--- src/sv/sac_pkg.sv ---
package sac_pkg;

  localparam int COUNTER_BITS_DEF = 10;
  localparam int CHANGE_BITS_DEF  = 16;

  localparam int CFG_DATA_W  = 10;
  localparam int CFG_INDEX_W = 2;
  localparam int COUNT_OUT_W = 16;

  localparam logic [1:0] RNG_HI  = 2'd0;
  localparam logic [1:0] RNG_MID = 2'd1;
  localparam logic [1:0] RNG_LO  = 2'd2;
  localparam logic [1:0] RNG_UNK = 2'd3;

  localparam logic [1:0] CMD_SAMPLE = 2'd0;
  localparam logic [1:0] CMD_FORCE  = 2'd1;
  localparam logic [1:0] CMD_BOOT   = 2'd2;
  localparam logic [1:0] CMD_NOP    = 2'd3;

  localparam logic [1:0] FORCE_RELEASE = 2'd3;

  localparam logic [CFG_INDEX_W-1:0] REG_LOCK_SAMPLES    = 2'd0;
  localparam logic [CFG_INDEX_W-1:0] REG_CONFIRM_SAMPLES = 2'd1;
  localparam logic [CFG_INDEX_W-1:0] REG_MUX_ADDR_HI     = 2'd2;
  localparam logic [CFG_INDEX_W-1:0] REG_MUX_ADDR_MID    = 2'd3;

  localparam logic [CFG_DATA_W-1:0] LOCK_SAMPLES_RST    = 10'd32;
  localparam logic [CFG_DATA_W-1:0] CONFIRM_SAMPLES_RST = 10'd8;
  localparam logic [1:0]            MUX_ADDR_HI_RST     = 2'd0;
  localparam logic [1:0]            MUX_ADDR_MID_RST    = 2'd1;

endpackage

--- src/sv/shunt_autorange_controller_top.sv ---
// Shunt autoranger: tracks the active shunt range (HI, MID, LO, unknown after reset)
// and drives the two bypass switches and the fine mux address.
// Input channel (in_valid / in_ready): one request per ADC sample period carrying cmd,
// the latched rising edges and the live latch levels, or a force / release, a boot or a no-op.
// Output channel (out_valid / out_ready): one result per request, showing the range,
// bypass drives, mux address, settling, changed, override and the switch count.
// Results are registered: a request's result is shown in the cycle after it is accepted.
// Throughput is one request per cycle unless the receiver stalls; the range state registers
// double as the result register, and the next request is taken in the cycle its result is taken.
// When the receiver stalls, the result holds and in_ready stays low until out_ready.
// Configuration writes (cfg_we, cfg_index, cfg_data) take effect at once; the user must
// make them only while the block is idle, as the block itself does not enforce it.
// Reset (rst, synchronous) sets the range to unknown, clears all counters and the
// override, and restores the configuration registers to their defaults.
module shunt_autorange_controller_top #(
  parameter int COUNTER_BITS = sac_pkg::COUNTER_BITS_DEF,
  parameter int CHANGE_BITS  = sac_pkg::CHANGE_BITS_DEF
) (
  input  logic                             clk,
  input  logic                             rst,
  input  logic                             cfg_we,
  input  logic [sac_pkg::CFG_INDEX_W-1:0]  cfg_index,
  input  logic [sac_pkg::CFG_DATA_W-1:0]   cfg_data,
  input  logic                             in_valid,
  output logic                             in_ready,
  input  logic [1:0]                       cmd,
  input  logic                             edge_up_hi,
  input  logic                             edge_up_mid,
  input  logic                             level_hi,
  input  logic                             level_mid,
  input  logic [1:0]                       force_range,
  output logic                             out_valid,
  input  logic                             out_ready,
  output logic [1:0]                       range,
  output logic                             bypass_51,
  output logic                             bypass_2,
  output logic [1:0]                       mux_addr,
  output logic                             mux_addr_valid,
  output logic                             settling,
  output logic                             changed,
  output logic                             override_on,
  output logic [sac_pkg::COUNT_OUT_W-1:0]  switch_count
);
  import sac_pkg::*;

  typedef struct packed {
    logic [1:0]              cur_range;
    logic [1:0]              prev_range;
    logic [COUNTER_BITS-1:0] lock_left;
    logic [COUNTER_BITS-1:0] confirm_level;
    logic                    down_pending;
    logic                    override_flag;
    logic [CHANGE_BITS-1:0]  change_total;
    logic [1:0]              mux_reg;
    logic                    mux_set;
  } st_t;

  localparam st_t ST_RST = '{
    cur_range:     RNG_UNK,
    prev_range:    RNG_UNK,
    lock_left:     '0,
    confirm_level: '0,
    down_pending:  1'b0,
    override_flag: 1'b0,
    change_total:  '0,
    mux_reg:       2'd0,
    mux_set:       1'b0
  };

  logic [CFG_DATA_W-1:0] lock_samples;
  logic [CFG_DATA_W-1:0] confirm_samples;
  logic [1:0]            mux_addr_hi;
  logic [1:0]            mux_addr_mid;

  st_t st;
  st_t st_next;
  logic in_accept;

  logic [COUNTER_BITS+CFG_DATA_W-1:0] lock_wide;
  logic [COUNTER_BITS+CFG_DATA_W-1:0] need_wide;
  logic [COUNTER_BITS-1:0]            lock_ld;
  logic [COUNTER_BITS-1:0]            need;
  logic [CHANGE_BITS+COUNT_OUT_W-1:0] total_wide;

  assign lock_wide = {{COUNTER_BITS{1'b0}}, lock_samples};
  assign need_wide = {{COUNTER_BITS{1'b0}}, confirm_samples};
  assign lock_ld   = lock_wide[COUNTER_BITS-1:0];
  assign need      = need_wide[COUNTER_BITS-1:0];

  function automatic st_t enter_range(st_t s, logic [1:0] r, logic [1:0] a_hi,
                                      logic [1:0] a_mid);
    st_t n;
    n = s;
    if (r != RNG_UNK) begin
      if (r == RNG_HI) begin
        n.mux_reg = a_hi;
        n.mux_set = 1'b1;
      end else if (r == RNG_MID) begin
        n.mux_reg = a_mid;
        n.mux_set = 1'b1;
      end
      if (r != s.cur_range) begin
        n.prev_range   = s.cur_range;
        n.cur_range    = r;
        n.change_total = s.change_total + 1'b1;
      end
    end
    return n;
  endfunction

  function automatic st_t arm_up(st_t s, logic [COUNTER_BITS-1:0] ld);
    st_t n;
    n = s;
    n.lock_left     = ld;
    n.down_pending  = 1'b0;
    n.confirm_level = '0;
    return n;
  endfunction

  always_comb begin
    logic have_pin;
    logic lvl;
    st_next  = st;
    have_pin = 1'b0;
    lvl      = 1'b0;
    unique case (cmd)
      CMD_SAMPLE: begin
        if (!st.override_flag) begin
          if (edge_up_hi && st_next.cur_range == RNG_HI) begin
            st_next = enter_range(st_next, RNG_MID, mux_addr_hi, mux_addr_mid);
            st_next = arm_up(st_next, lock_ld);
          end
          if (edge_up_mid && st_next.cur_range == RNG_MID) begin
            st_next = enter_range(st_next, RNG_LO, mux_addr_hi, mux_addr_mid);
            st_next = arm_up(st_next, lock_ld);
          end
          if (edge_up_mid && st_next.cur_range == RNG_HI) begin
            st_next = enter_range(st_next, RNG_MID, mux_addr_hi, mux_addr_mid);
            st_next = enter_range(st_next, RNG_LO, mux_addr_hi, mux_addr_mid);
            st_next = arm_up(st_next, lock_ld);
          end
          if (st_next.lock_left != '0) begin
            st_next.lock_left = st_next.lock_left - 1'b1;
          end else begin
            if (st_next.cur_range == RNG_MID) begin
              have_pin = 1'b1;
              lvl      = level_hi;
            end else if (st_next.cur_range == RNG_LO) begin
              have_pin = 1'b1;
              lvl      = level_mid;
            end
            if (have_pin) begin
              if (!lvl) begin
                st_next.down_pending = 1'b1;
                if (st_next.confirm_level < need) begin
                  st_next.confirm_level = st_next.confirm_level + 1'b1;
                end
              end else if (st_next.confirm_level != '0) begin
                st_next.confirm_level = st_next.confirm_level - 1'b1;
              end else begin
                st_next.down_pending = 1'b0;
              end
            end
            if (st_next.down_pending && st_next.confirm_level >= need) begin
              st_next.down_pending  = 1'b0;
              st_next.confirm_level = '0;
              st_next.lock_left     = lock_ld >> 1;
              if (st_next.cur_range == RNG_MID) begin
                st_next = enter_range(st_next, RNG_HI, mux_addr_hi, mux_addr_mid);
              end else if (st_next.cur_range == RNG_LO) begin
                st_next = enter_range(st_next, RNG_MID, mux_addr_hi, mux_addr_mid);
              end
            end
          end
        end
      end
      CMD_FORCE: begin
        if (force_range == FORCE_RELEASE) begin
          st_next.override_flag = 1'b0;
          st_next = arm_up(st_next, lock_ld);
        end else begin
          st_next = enter_range(st_next, force_range, mux_addr_hi, mux_addr_mid);
          st_next.override_flag = 1'b1;
          st_next.down_pending  = 1'b0;
          st_next.confirm_level = '0;
        end
      end
      CMD_BOOT: begin
        st_next = ST_RST;
        if (!level_hi && !level_mid) begin
          st_next = enter_range(st_next, RNG_HI, mux_addr_hi, mux_addr_mid);
        end else if (level_hi && !level_mid) begin
          st_next = enter_range(st_next, RNG_MID, mux_addr_hi, mux_addr_mid);
        end else begin
          st_next = enter_range(st_next, RNG_LO, mux_addr_hi, mux_addr_mid);
        end
      end
      CMD_NOP: begin
        st_next = st;
      end
      default: begin
        st_next = st;
      end
    endcase
  end

  assign in_ready  = !out_valid || out_ready;
  assign in_accept = in_valid && in_ready;

  always_ff @(posedge clk) begin
    if (rst) begin
      lock_samples    <= LOCK_SAMPLES_RST;
      confirm_samples <= CONFIRM_SAMPLES_RST;
      mux_addr_hi     <= MUX_ADDR_HI_RST;
      mux_addr_mid    <= MUX_ADDR_MID_RST;
    end else if (cfg_we) begin
      unique case (cfg_index)
        REG_LOCK_SAMPLES:    lock_samples    <= cfg_data;
        REG_CONFIRM_SAMPLES: confirm_samples <= cfg_data;
        REG_MUX_ADDR_HI:     mux_addr_hi     <= cfg_data[1:0];
        REG_MUX_ADDR_MID:    mux_addr_mid    <= cfg_data[1:0];
        default: ;
      endcase
    end
  end

  always_ff @(posedge clk) begin
    if (rst) begin
      st        <= ST_RST;
      out_valid <= 1'b0;
    end else begin
      if (in_accept) begin
        st <= st_next;
      end
      if (in_accept) begin
        out_valid <= 1'b1;
      end else if (out_ready) begin
        out_valid <= 1'b0;
      end
    end
  end

  // result fields come straight from the state after the last request
  assign total_wide     = {{COUNT_OUT_W{1'b0}}, st.change_total};
  assign range          = st.cur_range;
  assign bypass_51      = (st.cur_range == RNG_MID) || (st.cur_range == RNG_LO);
  assign bypass_2       = (st.cur_range == RNG_LO);
  assign mux_addr       = st.mux_reg;
  assign mux_addr_valid = st.mux_set;
  assign settling       = (st.lock_left != '0);
  assign changed        = (st.cur_range != st.prev_range);
  assign override_on    = st.override_flag;
  assign switch_count   = total_wide[COUNT_OUT_W-1:0];

  a_accept_gives_result: assert property (@(posedge clk) disable iff (rst)
    in_accept |=> out_valid)
    else $error("accepted request produced no result");

  a_state_holds_when_idle: assert property (@(posedge clk) disable iff (rst)
    !in_accept |=> $stable(st))
    else $error("range state moved without a request");

  // a boot restarts the count, so only other requests are bounded
  a_at_most_two_changes: assert property (@(posedge clk) disable iff (rst)
    (in_accept && cmd != CMD_BOOT) |=>
      (CHANGE_BITS'(st.change_total - $past(st.change_total)) <= 2))
    else $error("more than two range changes from one request");

  a_unknown_only_from_reset: assert property (@(posedge clk) disable iff (rst)
    (st.cur_range == RNG_UNK) |-> (st.change_total == '0 && !st.mux_set
                                   && st.prev_range == RNG_UNK))
    else $error("unknown range after a range was entered");

endmodule
--- config.mk ---
export PLATFORM = sky130hd
export DESIGN_NAME = shunt_autorange_controller_top
export DESIGN_NICKNAME = d
export VERILOG_FILES = /design/src/sv/sac_pkg.sv /design/src/sv/shunt_autorange_controller_top.sv
export SDC_FILE = /design/constraint.sdc
export NUM_CORES = 1
export LEC_CHECK = 0
export CAP_MARGIN = 25
export CELL_PAD_IN_SITES_DETAIL_PLACEMENT = 0
export CELL_PAD_IN_SITES_GLOBAL_PLACEMENT = 1
export CORE_MARGIN = 2
export CORE_UTILIZATION = 45
export DETAILED_ROUTE_END_ITERATION = 10
export DONT_BUFFER_PORTS = 1
export PLACE_DENSITY_LB_ADDON = 0.1
export RECOVER_POWER = 50
export SYNTH_ARGS = -nofsm -noshare
export SYNTH_HDL_FRONTEND = slang
export SYNTH_SLANG_ARGS = --single-unit
--- constraint.sdc ---
create_clock -name clk -period 14.57 [get_ports clk]
set_input_delay 1.457 -clock clk [delete_from_list [all_inputs] [get_ports clk]]
set_output_delay 1.457 -clock clk [all_outputs]
set_load 0.1 [all_outputs]
[Word-level counts from Yosys, hierarchy flattened]
Index checks and enable logic that the tools add are counted.
Word-level totals
  register bits after elaboration: 70
  output and inout bits: 28
  logic and storage cells: 147
Operators by class
  add/sub/neg operators: 8
  magnitude comparators: 2
  eq/ne operators: 27
  muxes and demuxes: 64
  bitwise operators: 1
  reductions and logical operators: 31
Operator list (count)
  $mux 45: 16
  $pmux 45 s3: 1
  $mux 16: 7
  $add 16x1->16 const B: 5
  $mux 19: 4
  $mux 11: 5
  $mux 4: 12
  $mux 31: 1
  $mux 10: 3
  $reduce_bool 10->1: 3
  $sub 10x1->10 const B: 2
  $eq 2x2->1 const B: 7
  $mux 1: 13
  $eq 2x1->1 const B: 6
  $ne 2x2->1 const B: 6
  $reduce_and 6->1: 2
  $add 10x1->10 const B: 1
  $ge 10x10->1: 1
  $logic_not 2->1: 5
  $lt 10x10->1: 1
  $reduce_and 2->1: 5
  $logic_and 1x1->1: 7
  $mux 3: 2
  $ne 1x2->1 const A: 3
  other kinds (9): 15

[Logic depth before layout (Yosys ltp)]
Gate-level depths: netlist of run 1.
  word-level depth: 37
  gate-level depth with buffers: 32

[Least setup slack after synthesis of run 1]
No wires, ideal clock.
  path kind: input -> register
  start: in edge_up_mid
  end: reg st (netlist bit switch_count[1])
  arrival: 6.881 ns
  path slack: 7.558 ns
  stages on the path: 29
  cells stage by stage: nor2b_1 > a21oi_1 > clkbuf_1 > clkbuf_1 > nand2_1 > inv_1 > ha_1 > a21o_1 > a21o_1 > a21o_1 > a21o_1 > a21oi_1 > o211ai_1 > a21o_1 > xnor2_1 > ha_1 > nand2b_1 > a21o_1 > a21o_1 > a21o_1 > a21o_1 > a21o_1 > a21o_1 > a21oi_1 > o21ai_1 > nand3_1 > mux2_2 > a221oi_1 > nor3_1
Between the ends
  word-level cells in the longest chain between the ends: 31
  elaborated cells between the ends (all ways): 61
  those cells by class: add/sub (5); order compare (2); eq/ne (5); mux (42); reduce/logical (7)
RTL lines
  start, declared: line shunt_autorange_controller_top.sv:28  | input logic edge_up_mid,
  branches (longest 11 deep; another with $add 16x1->16)
  $mux 45 (*): line shunt_autorange_controller_top.sv:137  | if (edge_up_mid && st_next.cur_range == RNG_HI) begin
  $mux 45 (*): line shunt_autorange_controller_top.sv:128  | if (!st.override_flag) begin
  $mux 45 (*): line shunt_autorange_controller_top.sv:126  | unique case (cmd)
  $eq 2x2->1: line shunt_autorange_controller_top.sv:148, shunt_autorange_controller_top.sv:170
  $mux 1: line shunt_autorange_controller_top.sv:148  | end else if (st_next.cur_range == RNG_LO) begin
  $mux 1: line shunt_autorange_controller_top.sv:145  | if (st_next.cur_range == RNG_MID) begin
  $mux 1: line shunt_autorange_controller_top.sv:142  | if (st_next.lock_left != '0) begin
  (+5 left out)
  $mux 11: line shunt_autorange_controller_top.sv:128
  $mux 11: line shunt_autorange_controller_top.sv:126
  $ge 10x10->1: line shunt_autorange_controller_top.sv:164  | if (st_next.down_pending && st_next.confirm_level >= need) begin
  $logic_and 1x1->1: line shunt_autorange_controller_top.sv:164
  $mux 45: line shunt_autorange_controller_top.sv:164
  $mux 31 (*): line shunt_autorange_controller_top.sv:142
  $mux 45 (*): line shunt_autorange_controller_top.sv:128
  $pmux 45 s3 (*): line shunt_autorange_controller_top.sv:126
  end signal, assigned: line shunt_autorange_controller_top.sv:233  | st <= st_next;
  end, declared: line shunt_autorange_controller_top.sv:75  | st_t st;
Mark *: on every way between the ends. The select of a mux whose other input is x is not followed.
A chain may end at the register's enable or synchronous reset.

[Worst setup path after layout of run 1]
  start: reg st (netlist bit range[1])
  end: reg st[27] (netlist name)
Between the ends
  word-level cells in the longest chain between the ends: 37
  elaborated cells between the ends (all ways): 58
  those cells by class: add/sub (2); order compare (2); eq/ne (7); mux (39); reduce/logical (8)
RTL lines
  $ne 1x2->1 or $logic_not 2->1 (tied branches): line shunt_autorange_controller_top.sv:102, shunt_autorange_controller_top.sv:129
  $mux 4 or $logic_and 1x1->1 (tied branches): line shunt_autorange_controller_top.sv:102, shunt_autorange_controller_top.sv:129
  $mux 45 (*): line shunt_autorange_controller_top.sv:129  | if (edge_up_hi && st_next.cur_range == RNG_HI) begin
  $mux 45 (*): line shunt_autorange_controller_top.sv:128
  $mux 45 (*): line shunt_autorange_controller_top.sv:126
  $ne 2x2->1 or $eq 2x1->1 (tied branches): line shunt_autorange_controller_top.sv:102, shunt_autorange_controller_top.sv:133
  $mux 4 or $logic_and 1x1->1 (tied branches): line shunt_autorange_controller_top.sv:102, shunt_autorange_controller_top.sv:133
  $mux 45 (*): line shunt_autorange_controller_top.sv:133  | if (edge_up_mid && st_next.cur_range == RNG_MID) begin
  (+21 left out)
  $mux 11: line shunt_autorange_controller_top.sv:128
  $mux 11: line shunt_autorange_controller_top.sv:126
  $ge 10x10->1: line shunt_autorange_controller_top.sv:164
  $logic_and 1x1->1: line shunt_autorange_controller_top.sv:164
  $mux 45: line shunt_autorange_controller_top.sv:164
  $mux 31 (*): line shunt_autorange_controller_top.sv:142
  $mux 45 (*): line shunt_autorange_controller_top.sv:128
  $pmux 45 s3 (*): line shunt_autorange_controller_top.sv:126
Every way passes the cells marked *; elsewhere a longest branch is shown, timed or not. The select of a mux whose other input is x is not followed.

==> flow_summary.toml, run 1 <==
[run_status]
status = "complete, but fails checks"
violations = "max-capacitance violations, max-slew violations"

[clock_network]
h-tree-depth = 3
cts_tree = "done"
cts_buffers = 9
ctsHoldBuffers = 0
cts_root_buf = "clkbuf_16"
cts_sinks = 70
cts_buffer_depth = 2
path_clk_slew_ns = 0.06
cts_setup_buffers = 0
ctsResizeCount = 0
clk_latency_ns = 0.34

[floorplanning]
dieWidth_um = 135
die_y_um = 135
die-area_um2 = 18200
floorplan.rows = 47
io_pins = 53
start_util_pct = 46.3
core_um2 = 16600

[critical_path]
critical_path.max_stage_delay_ns = 1.23
slowest_stage = "clkbuf_1"
required_ns = 14.84
crit_family = "compound AO/OA/AOI/OAI gates"
crit_top_cell = "a21o_1"
cp_max_fo = 14
cp_num_buf_inv = 2
worstPathArrival_ns = 8.75
crit_type = "flip-flop to flip-flop"
cp-start-kind = "flip-flop"
endpoint_kind = "flip-flop"

[cells_and_area]
diodes = 0
final_nets = 1085
final_common_cell = "nor2_1"
drive_above_1_share_pct = 5.05
layout_common_cells = "nor2_1 (119), nand2_1 (96), dfxtp_1 (70)"
area_growth_pct = 4.09
nFillCells = 1751
fin_util_pct = 48.2

[global_routing]
antenna_found_initial = 0
grt_pass1_vias = 7233
grt_pass1_wl_mm = 39.9
grt_overflow = 0
grt_util_all_layers_pct = 27.7
grt_max_degree = 73

[logic_synthesis]
synthSimpleGateAreaFrac_pct = 29.3
synth_top_family_by_area = "simple AND/OR/NAND/NOR gates"
async_flop_share_pct = 0
syn_inst = 1062
synthAdderAreaFrac_pct = 5.97
synth_compound_area_share_pct = 26.4
synth_edf_count = 0
synthesis.area_um2 = 7710
synthXorXnorAreaFrac_pct = 8.39
synth_area_per_cell_um2 = 7.26
synth.area.top_cells = "dfxtp_1 (18%), ha_1 (5.8%), nor2_1 (5.8%)"
yosysSeqAreaShare_pct = 18.2
synth_top_area_cell = "dfxtp_1"
synthesis.nets = 1123
synthMuxAreaShare_pct = 5.11
yosys_register_bits = 70
yosysUniqueCellTypes = 86
yosys_warnings = 0
synth_top_area_share_pct = 18.2
synth_ff_type = "dfxtp_1"

[placed_design]
place_congestion = 0.882
portBuffers = 0
hpwl_mm = 18.8

[power]
ir_drop_v = 0.0000595
p_leak_nw = 2.97
power_mw = 0.583
powerDensity_nw_per_um2 = 72.6

[drt]
antenna_left = 0
viasPerCell = 6.26
wl_mm = 25.1
drt_first_pass_iters = 8
detail_route.wl_per_cell_um = 20.1
via_count = 7815
drc_errors = 0
drtIter0Drc = 782

[sta]
finalSetupViolations = 0
setup_tns_ns = 0
rsz0062_at_grt = "no"
fin_crit_ns = 8.48
clock_skew_ns = 0.00618
final_max_slew_viol_count = 125
slew_headroom_pct = -23.6
hold_viol = 0
timing.final.crit_share_pct = 58.2
worstMarginPinSlew_ns = 1.85
max_freq_mhz = 118

[job]
max_cap_viol_count = 11

[worst_hold_path]
min_path_type = "flip-flop to flip-flop"
[worst paths after layout]
path                               from  cells after the start                   to  slack (ns)
setup reg to reg  range[1]$_SDFFE_PP1P_                     28  st[27]$_SDFFE_PP0P_        6.09
hold / removal      st[20]$_SDFFE_PP0P_                      2  st[20]$_SDFFE_PP0P_        0.49
hold reg to reg     st[20]$_SDFFE_PP0P_                      2  st[20]$_SDFFE_PP0P_        0.49
setup / recovery  range[1]$_SDFFE_PP1P_                     28  st[27]$_SDFFE_PP0P_        6.09
[cells in the mapped netlist (18+ instances only)]
master / count
buf_4: 21
ha_1: 36
a211oi_1: 20
xnor2_1: 47
nor3_1: 39
nand4_1: 18
nand2_1: 96
nand3_1: 38
clkbuf_1: 42
a21o_1: 22
inv_1: 37
dfxtp_1: 70
nor2_1: 119
mux2i_1: 36
and3_1: 19
o21ai_0: 58
a21oi_1: 63
[per-stage QoR]
stage / setup WS [ns] / instances / hold slack, ns / instance area, µm²
global placement: 7.19 / 1229 / 0.474 / 7790
floorplan: 7.56 / 1062 / 0.445 / 7710
CTS: 7.39 / 1247 / 0.492 / 8100
detailed placement: 7.19 / 1231 / 0.483 / 7820
global route: 5.51 / 1249 / 0.524 / 8030
finish: 6.09 / 1249 / 0.486 / 8030
[cell families (layout without fill, tap and decap cells)]
family                   count (synthesis)  after routing
AO/OA/AOI/OAI                          298            298
XOR/XNOR                                66             66
adder cells (fa/ha/maj)                 37             37
buffers and inverters                  112             79
flip-flops                              70             70
multiplexers                            39             39
AND/OR/NAND/NOR                        440            440
[worst register-to-register path: cells and delay by family, from the launching register on]
kind	cells	cell delay (ns)
adder cells (fa/ha/maj)	3	1.07
AO/OA/AOI/OAI	18	4.07
AND/OR/NAND/NOR	4	0.99
flip-flops	1	0.30
XOR/XNOR	1	0.34
buffers and inverters	2	1.63
[registers in the layout, indices dropped and copies added, names as in the netlist, named ones only]
| name | count |
|---|---|
| confirm_samples | 10 |
| switch_count | 16 |
| range | 2 |
| mux_addr_mid | 2 |
| out_valid | 1 |
| mux_addr_valid | 1 |
| mux_addr | 2 |
| mux_addr_hi | 2 |
| lock_ld | 10 |
| st | 23 |
[layout make-up]
type / instances / area (µm²) / share of cell area [%]
Multi-Input combinational cell: 880 / 5800 / 72.3
Sequential cell: 70 / 1400 / 17.5
Tap cell: 220 / 275 / 3.43
Clock buffer: 9 / 225 / 2.81
Inverter: 37 / 139 / 1.73
Timing Repair Buffer: 26 / 128 / 1.59
Clock inverter: 7 / 58.8 / 0.732
[where the power goes]
part           switching, mW  internal [mW]  leakage [nW]  total [mW]
Clock                 0.0972          0.118         0.138       0.215
Sequential            0.0126          0.199         0.570       0.211
Combinational          0.111         0.0459          2.27       0.157
Total                  0.220          0.362          2.97       0.583
[per-layer routing]
layer	routed length [µm]	GRT usage, %	up-vias
li1	-	-	3848
met1	11700	37.2	3704
met2	11900	45.9	232
met3	1030	3.23	31
met4	544	9.47	0
met5	0	0	-
No activity file was read; power rests on OpenSTA's default activity.
==> run 2, diff against run 1 <==
--- a/config.mk
+++ b/config.mk
@@ -9,7 +9,7 @@
 export CELL_PAD_IN_SITES_DETAIL_PLACEMENT = 0
 export CELL_PAD_IN_SITES_GLOBAL_PLACEMENT = 1
 export CORE_MARGIN = 2
-export CORE_UTILIZATION = 45
+export CORE_UTILIZATION = 44
 export DETAILED_ROUTE_END_ITERATION = 10
 export DONT_BUFFER_PORTS = 1
 export PLACE_DENSITY_LB_ADDON = 0.1
==> constraint.sdc (replaced) <==
create_clock -name clk -period 7.7 [get_ports clk]
set_input_delay 0.77 -clock clk [delete_from_list [all_inputs] [get_ports clk]]
set_output_delay 0.77 -clock clk [all_outputs]
set_load 0.1 [all_outputs]
==> flow_summary.toml, run 2 (synthesis results as in run 1) <==
[run_status]
status = "complete, but fails checks"
violations = "max-capacitance violations, max-slew violations"

[global_routing]
grt_max_degree = 73
grt_pass1_wl_mm = 41.0
grt_util_all_layers_pct = 27.9
antenna_found_initial = 0
grt_pass1_vias = 7571
grt_overflow = 0

[cells_and_area]
largest_reg_flops = 23
final_nets = 1092
layout_common_cells = "nor2_1 (119), nand2_1 (96), dfxtp_1 (70)"
regMostFlops = "st"
drive_above_1_share_pct = 5.79
nFillCells = 1794
diodes = 0
area_growth_pct = 5.13
final_common_cell = "nor2_1"

[sta]
worstMarginPinSlew_ns = 2.04
fin_crit_ns = 7.00
clock_skew_ns = 0.00774
final_max_slew_viol_count = 105
slew_headroom_pct = -35.9
rsz0062_at_grt = "no"
hold_ws_ns = 0.494
max_freq_mhz = 143
setup_tns_ns = 0
finalSetupViolations = 0
hold_viol = 0
timing.final.crit_share_pct = 90.9

[drt]
viasPerCell = 6.27
detail_route.wl_per_cell_um = 20.3
drtIter0Drc = 783
drc_errors = 0
wl_mm = 25.5
via_count = 7906
drt_first_pass_iters = 5
antenna_left = 0

[floorplanning]
core_um2 = 17200
die_y_um = 136
io_pins = 53
start_util_pct = 44.8
dieWidth_um = 136
die-area_um2 = 18600
floorplan.rows = 48

[clock_network]
cts_root_buf = "clkbuf_16"
cts_tree = "done"
ctsHoldBuffers = 0
cts_sinks = 70
path_clk_slew_ns = 0.06
cts_buffer_depth = 2
ctsResizeCount = 0
cts_setup_buffers = 0
clk_latency_ns = 0.33
h-tree-depth = 3
cts_buffers = 9

[critical_path]
crit_top_cell = "ha_1"
ff2ff_path_depth = 21
path_cells = "clkbuf_1 > ha_1 > mux2i_1 > buf_4 > inv_1 > ha_1 > o21ai_0 > inv_1 > ha_1 > xnor3_1 > and3_1 > o31ai_1 > nor2_1 > a21o_1 > a21o_1 > a2111oi_2 > nand3b_1 > a311oi_1 > o211a_1 > a311o_1 > o211ai_2"
worstReg2RegStart = "switch_count[1]$_SDFFE_PP0P_"
endpoint_kind = "flip-flop"
critical_path.max_stage_delay_ns = 1.21
rrSetupSlack_ns = 0.70
worstPathArrival_ns = 7.21
required_ns = 7.92
slowest_stage = "clkbuf_1"
crit_type = "flip-flop to flip-flop"
cp_max_fo = 11
cp-start-kind = "flip-flop"
r2r-end = "switch_count[15]$_SDFFE_PP0P_"

[placed_design]
place_congestion = 0.906
hpwl_mm = 19.4
portBuffers = 0

[power]
p_leak_nw = 3.01
netSwitchingFraction_pct = 36.5
power_frac_clock_pct = 37.6
p_int_mw = 0.718
powerDensity_nw_per_um2 = 139
comb_power_share_pct = 27.1
pwr-share-seq_pct = 35.3
switchingPower_mw = 0.412
ir_drop_v = 0.000116

[worst_hold_path]
min_to = "confirm_samples[5]$_SDFFE_PP0P_"
min_path_type = "flip-flop to flip-flop"
hold_path_startpoint = "confirm_samples[5]$_SDFFE_PP0P_"
holdPathStages = 2

[job]
max_cap_viol_count = 10
## run 2: changes by cell type in the layout (fill, tap and decap cells not counted)
cell / previous run / this run
bufinv_16: 0 / 1
buf_1: 1 / 0
clkinv_4: 3 / 1
clkinv_2: 1 / 2
buf_4: 8 / 15
buf_6: 0 / 1
clkinvlp_4: 1 / 2
inv_8: 1 / 0
## run 2: worst max path at each step
stage | from | to | cells past startpoint
3_5_place_dp | range[1]$_SDFFE_PP1P_ | switch_count[1]$_SDFFE_PP0P_ | 27
5_1_grt | switch_count[1]$_SDFFE_PP0P_ | switch_count[13]$_SDFFE_PP0P_ | 21
6_report | switch_count[1]$_SDFFE_PP0P_ | switch_count[15]$_SDFFE_PP0P_ | 21
2_1_floorplan | range[0]$_SDFFE_PP1P_ | switch_count[1]$_SDFFE_PP0P_ | 31
3_3_place_gp | range[1]$_SDFFE_PP1P_ | switch_count[1]$_SDFFE_PP0P_ | 27
4_1_cts | range[1]$_SDFFE_PP1P_ | switch_count[1]$_SDFFE_PP0P_ | 27
## run 2: metrics by stage
stage               util (%)  cell area (µm²)  std cells  total power [mW]  setup WS [ns]
global placement        45.5             7850       1241             0.711           1.10
detailed placement      45.9             7910       1244             0.711           1.09
floorplan                  -             7710       1062             0.646           1.18
global route            47.0             8110       1261              1.18          0.274
CTS                     47.6             8210       1260              1.14           1.04
finish                  47.0             8110       1261              1.13          0.704
## run 2: metal layers
metal  track usage [%]  share of wire, %  up-vias
met5                 0                 0        -
met3              3.06               4.5       48
met2              47.0                47      235
met4              8.85               2.5        0
met1              37.3                46     3752
li1                  -                 -     3871
## run 2: critical path: cells and delay by family (launching register included)
kind,cells,cell delay [ns]
AOI/OAI and AO/OA,9,2.74
xor gates and xnor gates,1,0.40
adders and majority gates,3,1.10
buffers and inverters,4,1.54
DFF,1,0.30
muxes,1,0.16
and+or+nand+nor,3,0.64
## run 2: final cells by class
type                       instances  area (µm²)  share of cell area, %
multi-input combinational        880        5800                   71.5
timing repair buffer              33         188                   2.31
clock buffer                       9         225                   2.78
inverter                          37         139                   1.71
sequential                        70        1400                   17.3
clock inverter                     7        72.6                  0.895
tap                              225         282                   3.47
## run 2: power groups by stage
stage | Combinational, mW | Clock (mW) | Sequential (mW)
finish | 0.306 | 0.425 | 0.400
global route | 0.334 | 0.449 | 0.401
CTS | 0.305 | 0.432 | 0.399
detailed placement | 0.303 | 0 | 0.407
global placement | 0.302 | 0 | 0.408
floorplan | 0.247 | 0 | 0.399
==> run 3, diff against run 2 <==
--- a/config.mk
+++ b/config.mk
@@ -9,7 +9,7 @@
 export CELL_PAD_IN_SITES_DETAIL_PLACEMENT = 0
 export CELL_PAD_IN_SITES_GLOBAL_PLACEMENT = 1
 export CORE_MARGIN = 2
-export CORE_UTILIZATION = 44
+export CORE_UTILIZATION = 35
 export DETAILED_ROUTE_END_ITERATION = 10
 export DONT_BUFFER_PORTS = 1
 export PLACE_DENSITY_LB_ADDON = 0.1
==> flow_summary.toml, run 3 (synthesis results as in run 1) <==
[critical_path]
cp_max_fo = 13
crit_type = "flip-flop to flip-flop"
required_ns = 7.93
endpoint_kind = "flip-flop"
worstPathArrival_ns = 6.98
cp-start-kind = "flip-flop"

[sta]
max_freq_mhz = 148
clock_skew_ns = 0.0105
hold_ws_ns = 0.477
fin_crit_ns = 6.75
finalSetupViolations = 0
worstMarginPinSlew_ns = 1.83
setup_tns_ns = 0
final_max_slew_viol_count = 103
rsz0062_at_grt = "no"
hold_viol = 0
slew_headroom_pct = -21.9
timing.final.crit_share_pct = 87.6

[power]
ir_drop_v = 0.000103
p_leak_nw = 3.03
powerDensity_nw_per_um2 = 142

[clock_network]
ctsResizeCount = 0
cts_sinks = 70
cts_buffer_depth = 2
cts_tree = "done"
h-tree-depth = 3
ctsHoldBuffers = 0
clk_latency_ns = 0.35
path_clk_slew_ns = 0.07
cts_setup_buffers = 0
cts_root_buf = "clkbuf_16"
cts_buffers = 9

[placed_design]
place_congestion = 0.899
dpl.cell_count = 1297
hpwl_mm = 20.7
placed_cell_area_um2 = 7940
portBuffers = 0

[drt]
drtIter0Drc = 537
wl_mm = 27.2
drt_first_pass_iters = 5
viasPerCell = 5.96
via_count = 7829
drc_errors = 0
antenna_left = 0
detail_route.wl_per_cell_um = 20.7

[floorplanning]
dieWidth_um = 152
die-area_um2 = 23200
core_um2 = 21800
floorplan.rows = 54
io_pins = 53
die_y_um = 152
start_util_pct = 35.5

[global_routing]
grt_util_all_layers_pct = 23.0
grt_pass1_wl_mm = 43.0
grt_max_degree = 73
antenna_found_initial = 0
grt_pass1_vias = 7593
grt_overflow = 0

[cells_and_area]
area_growth_pct = 6.07
drive_above_1_share_pct = 5.90
fin_util_pct = 37.6
largest_reg_flops = 23
final_common_cell = "nor2_1"
instances_no_fill = 1314
regMostFlops = "st"
final_area_um2 = 8180
diodes = 0
final_nets = 1090
layout_common_cells = "nor2_1 (119), nand2_1 (96), dfxtp_1 (70)"

[job]
max_cap_viol_count = 10

[run_status]
violations = "max-capacitance violations, max-slew violations"
status = "complete, but fails checks"

[worst_hold_path]
min_path_type = "input pin to flip-flop"
## run 3: cell types whose count changed in the layout (fill, tap and decap cells not counted), sizes merged
cell / delta
clkinvlp: -2
clkinv: -2
clkbuf: -2
inv: +2
buf: +2
## run 3: metal layers
metal | GRT usage [%] | vias to the layer above | wire, µm
met3 | 2.82 | 39 | 1070
li1 | - | 3866 | -
met2 | 39.3 | 205 | 12900
met5 | 0 | - | 0
met4 | 7.36 | 0 | 601
met1 | 30.1 | 3719 | 12700
## run 3: where the power goes
part | switching (mW) | internal, mW | leakage (nW) | total (mW)
sequential | 0.0249 | 0.376 | 0.570 | 0.401
clock | 0.184 | 0.264 | 0.151 | 0.448
combinational | 0.218 | 0.0918 | 2.31 | 0.310
## run 3: worst paths after layout
check                                    endpoint  slack [ns]  cells after the start                            start
hold / removal      switch_count[11]$_SDFFE_PP0P_        0.48                      1                              rst
setup / recovery     switch_count[1]$_SDFFE_PP0P_        0.95                     27            range[1]$_SDFFE_PP1P_
setup reg to reg     switch_count[1]$_SDFFE_PP0P_        0.95                     27            range[1]$_SDFFE_PP1P_
hold reg to reg   confirm_samples[1]$_SDFFE_PP0P_        0.49                      2  confirm_samples[1]$_SDFFE_PP0P_
## run 3: through the flow
stage / setup slack (ns) / power [mW]
after floorplan: 1.18 / 0.646
after global placement: 1.02 / 0.720
after detailed placement: 1.06 / 0.716
after CTS: 1.02 / 1.17
after global routing: 0.488 / 1.21
final: 0.953 / 1.16
## run 3: critical path, cell delays in order, from the launching register on
cell,delay [ns]
dfxtp_1,0.33
buf_4,0.37
nand2b_1,0.34
and3_1,0.39
ha_1,0.31
a21o_1,0.16
a21o_1,0.16
a21o_1,0.16
a21o_1,0.16
a21o_1,0.17
a21oi_1,0.22
o211ai_1,0.32
a21o_1,0.30
xnor2_1,0.13
ha_1,0.27
nand2b_1,0.14
a21o_1,0.20
a21o_1,0.19
a21o_1,0.18
a21o_1,0.17
a21o_1,0.16
a21o_1,0.16
a21oi_1,0.17
o21ai_1,0.34
nand3_1,0.40
mux2_2,0.38
a221oi_1,0.24
nor3_1,0.08
## run 3: area by class of cell
cell class                 instances  area (µm²)
clock buffer                      11         243
clock inverter                     5        65.1
fill                            2372       13600
inverter                          37         139
multi-input combinational        880        5800
sequential                        70        1400
tap                              280         350
timing repair buffer              31         181
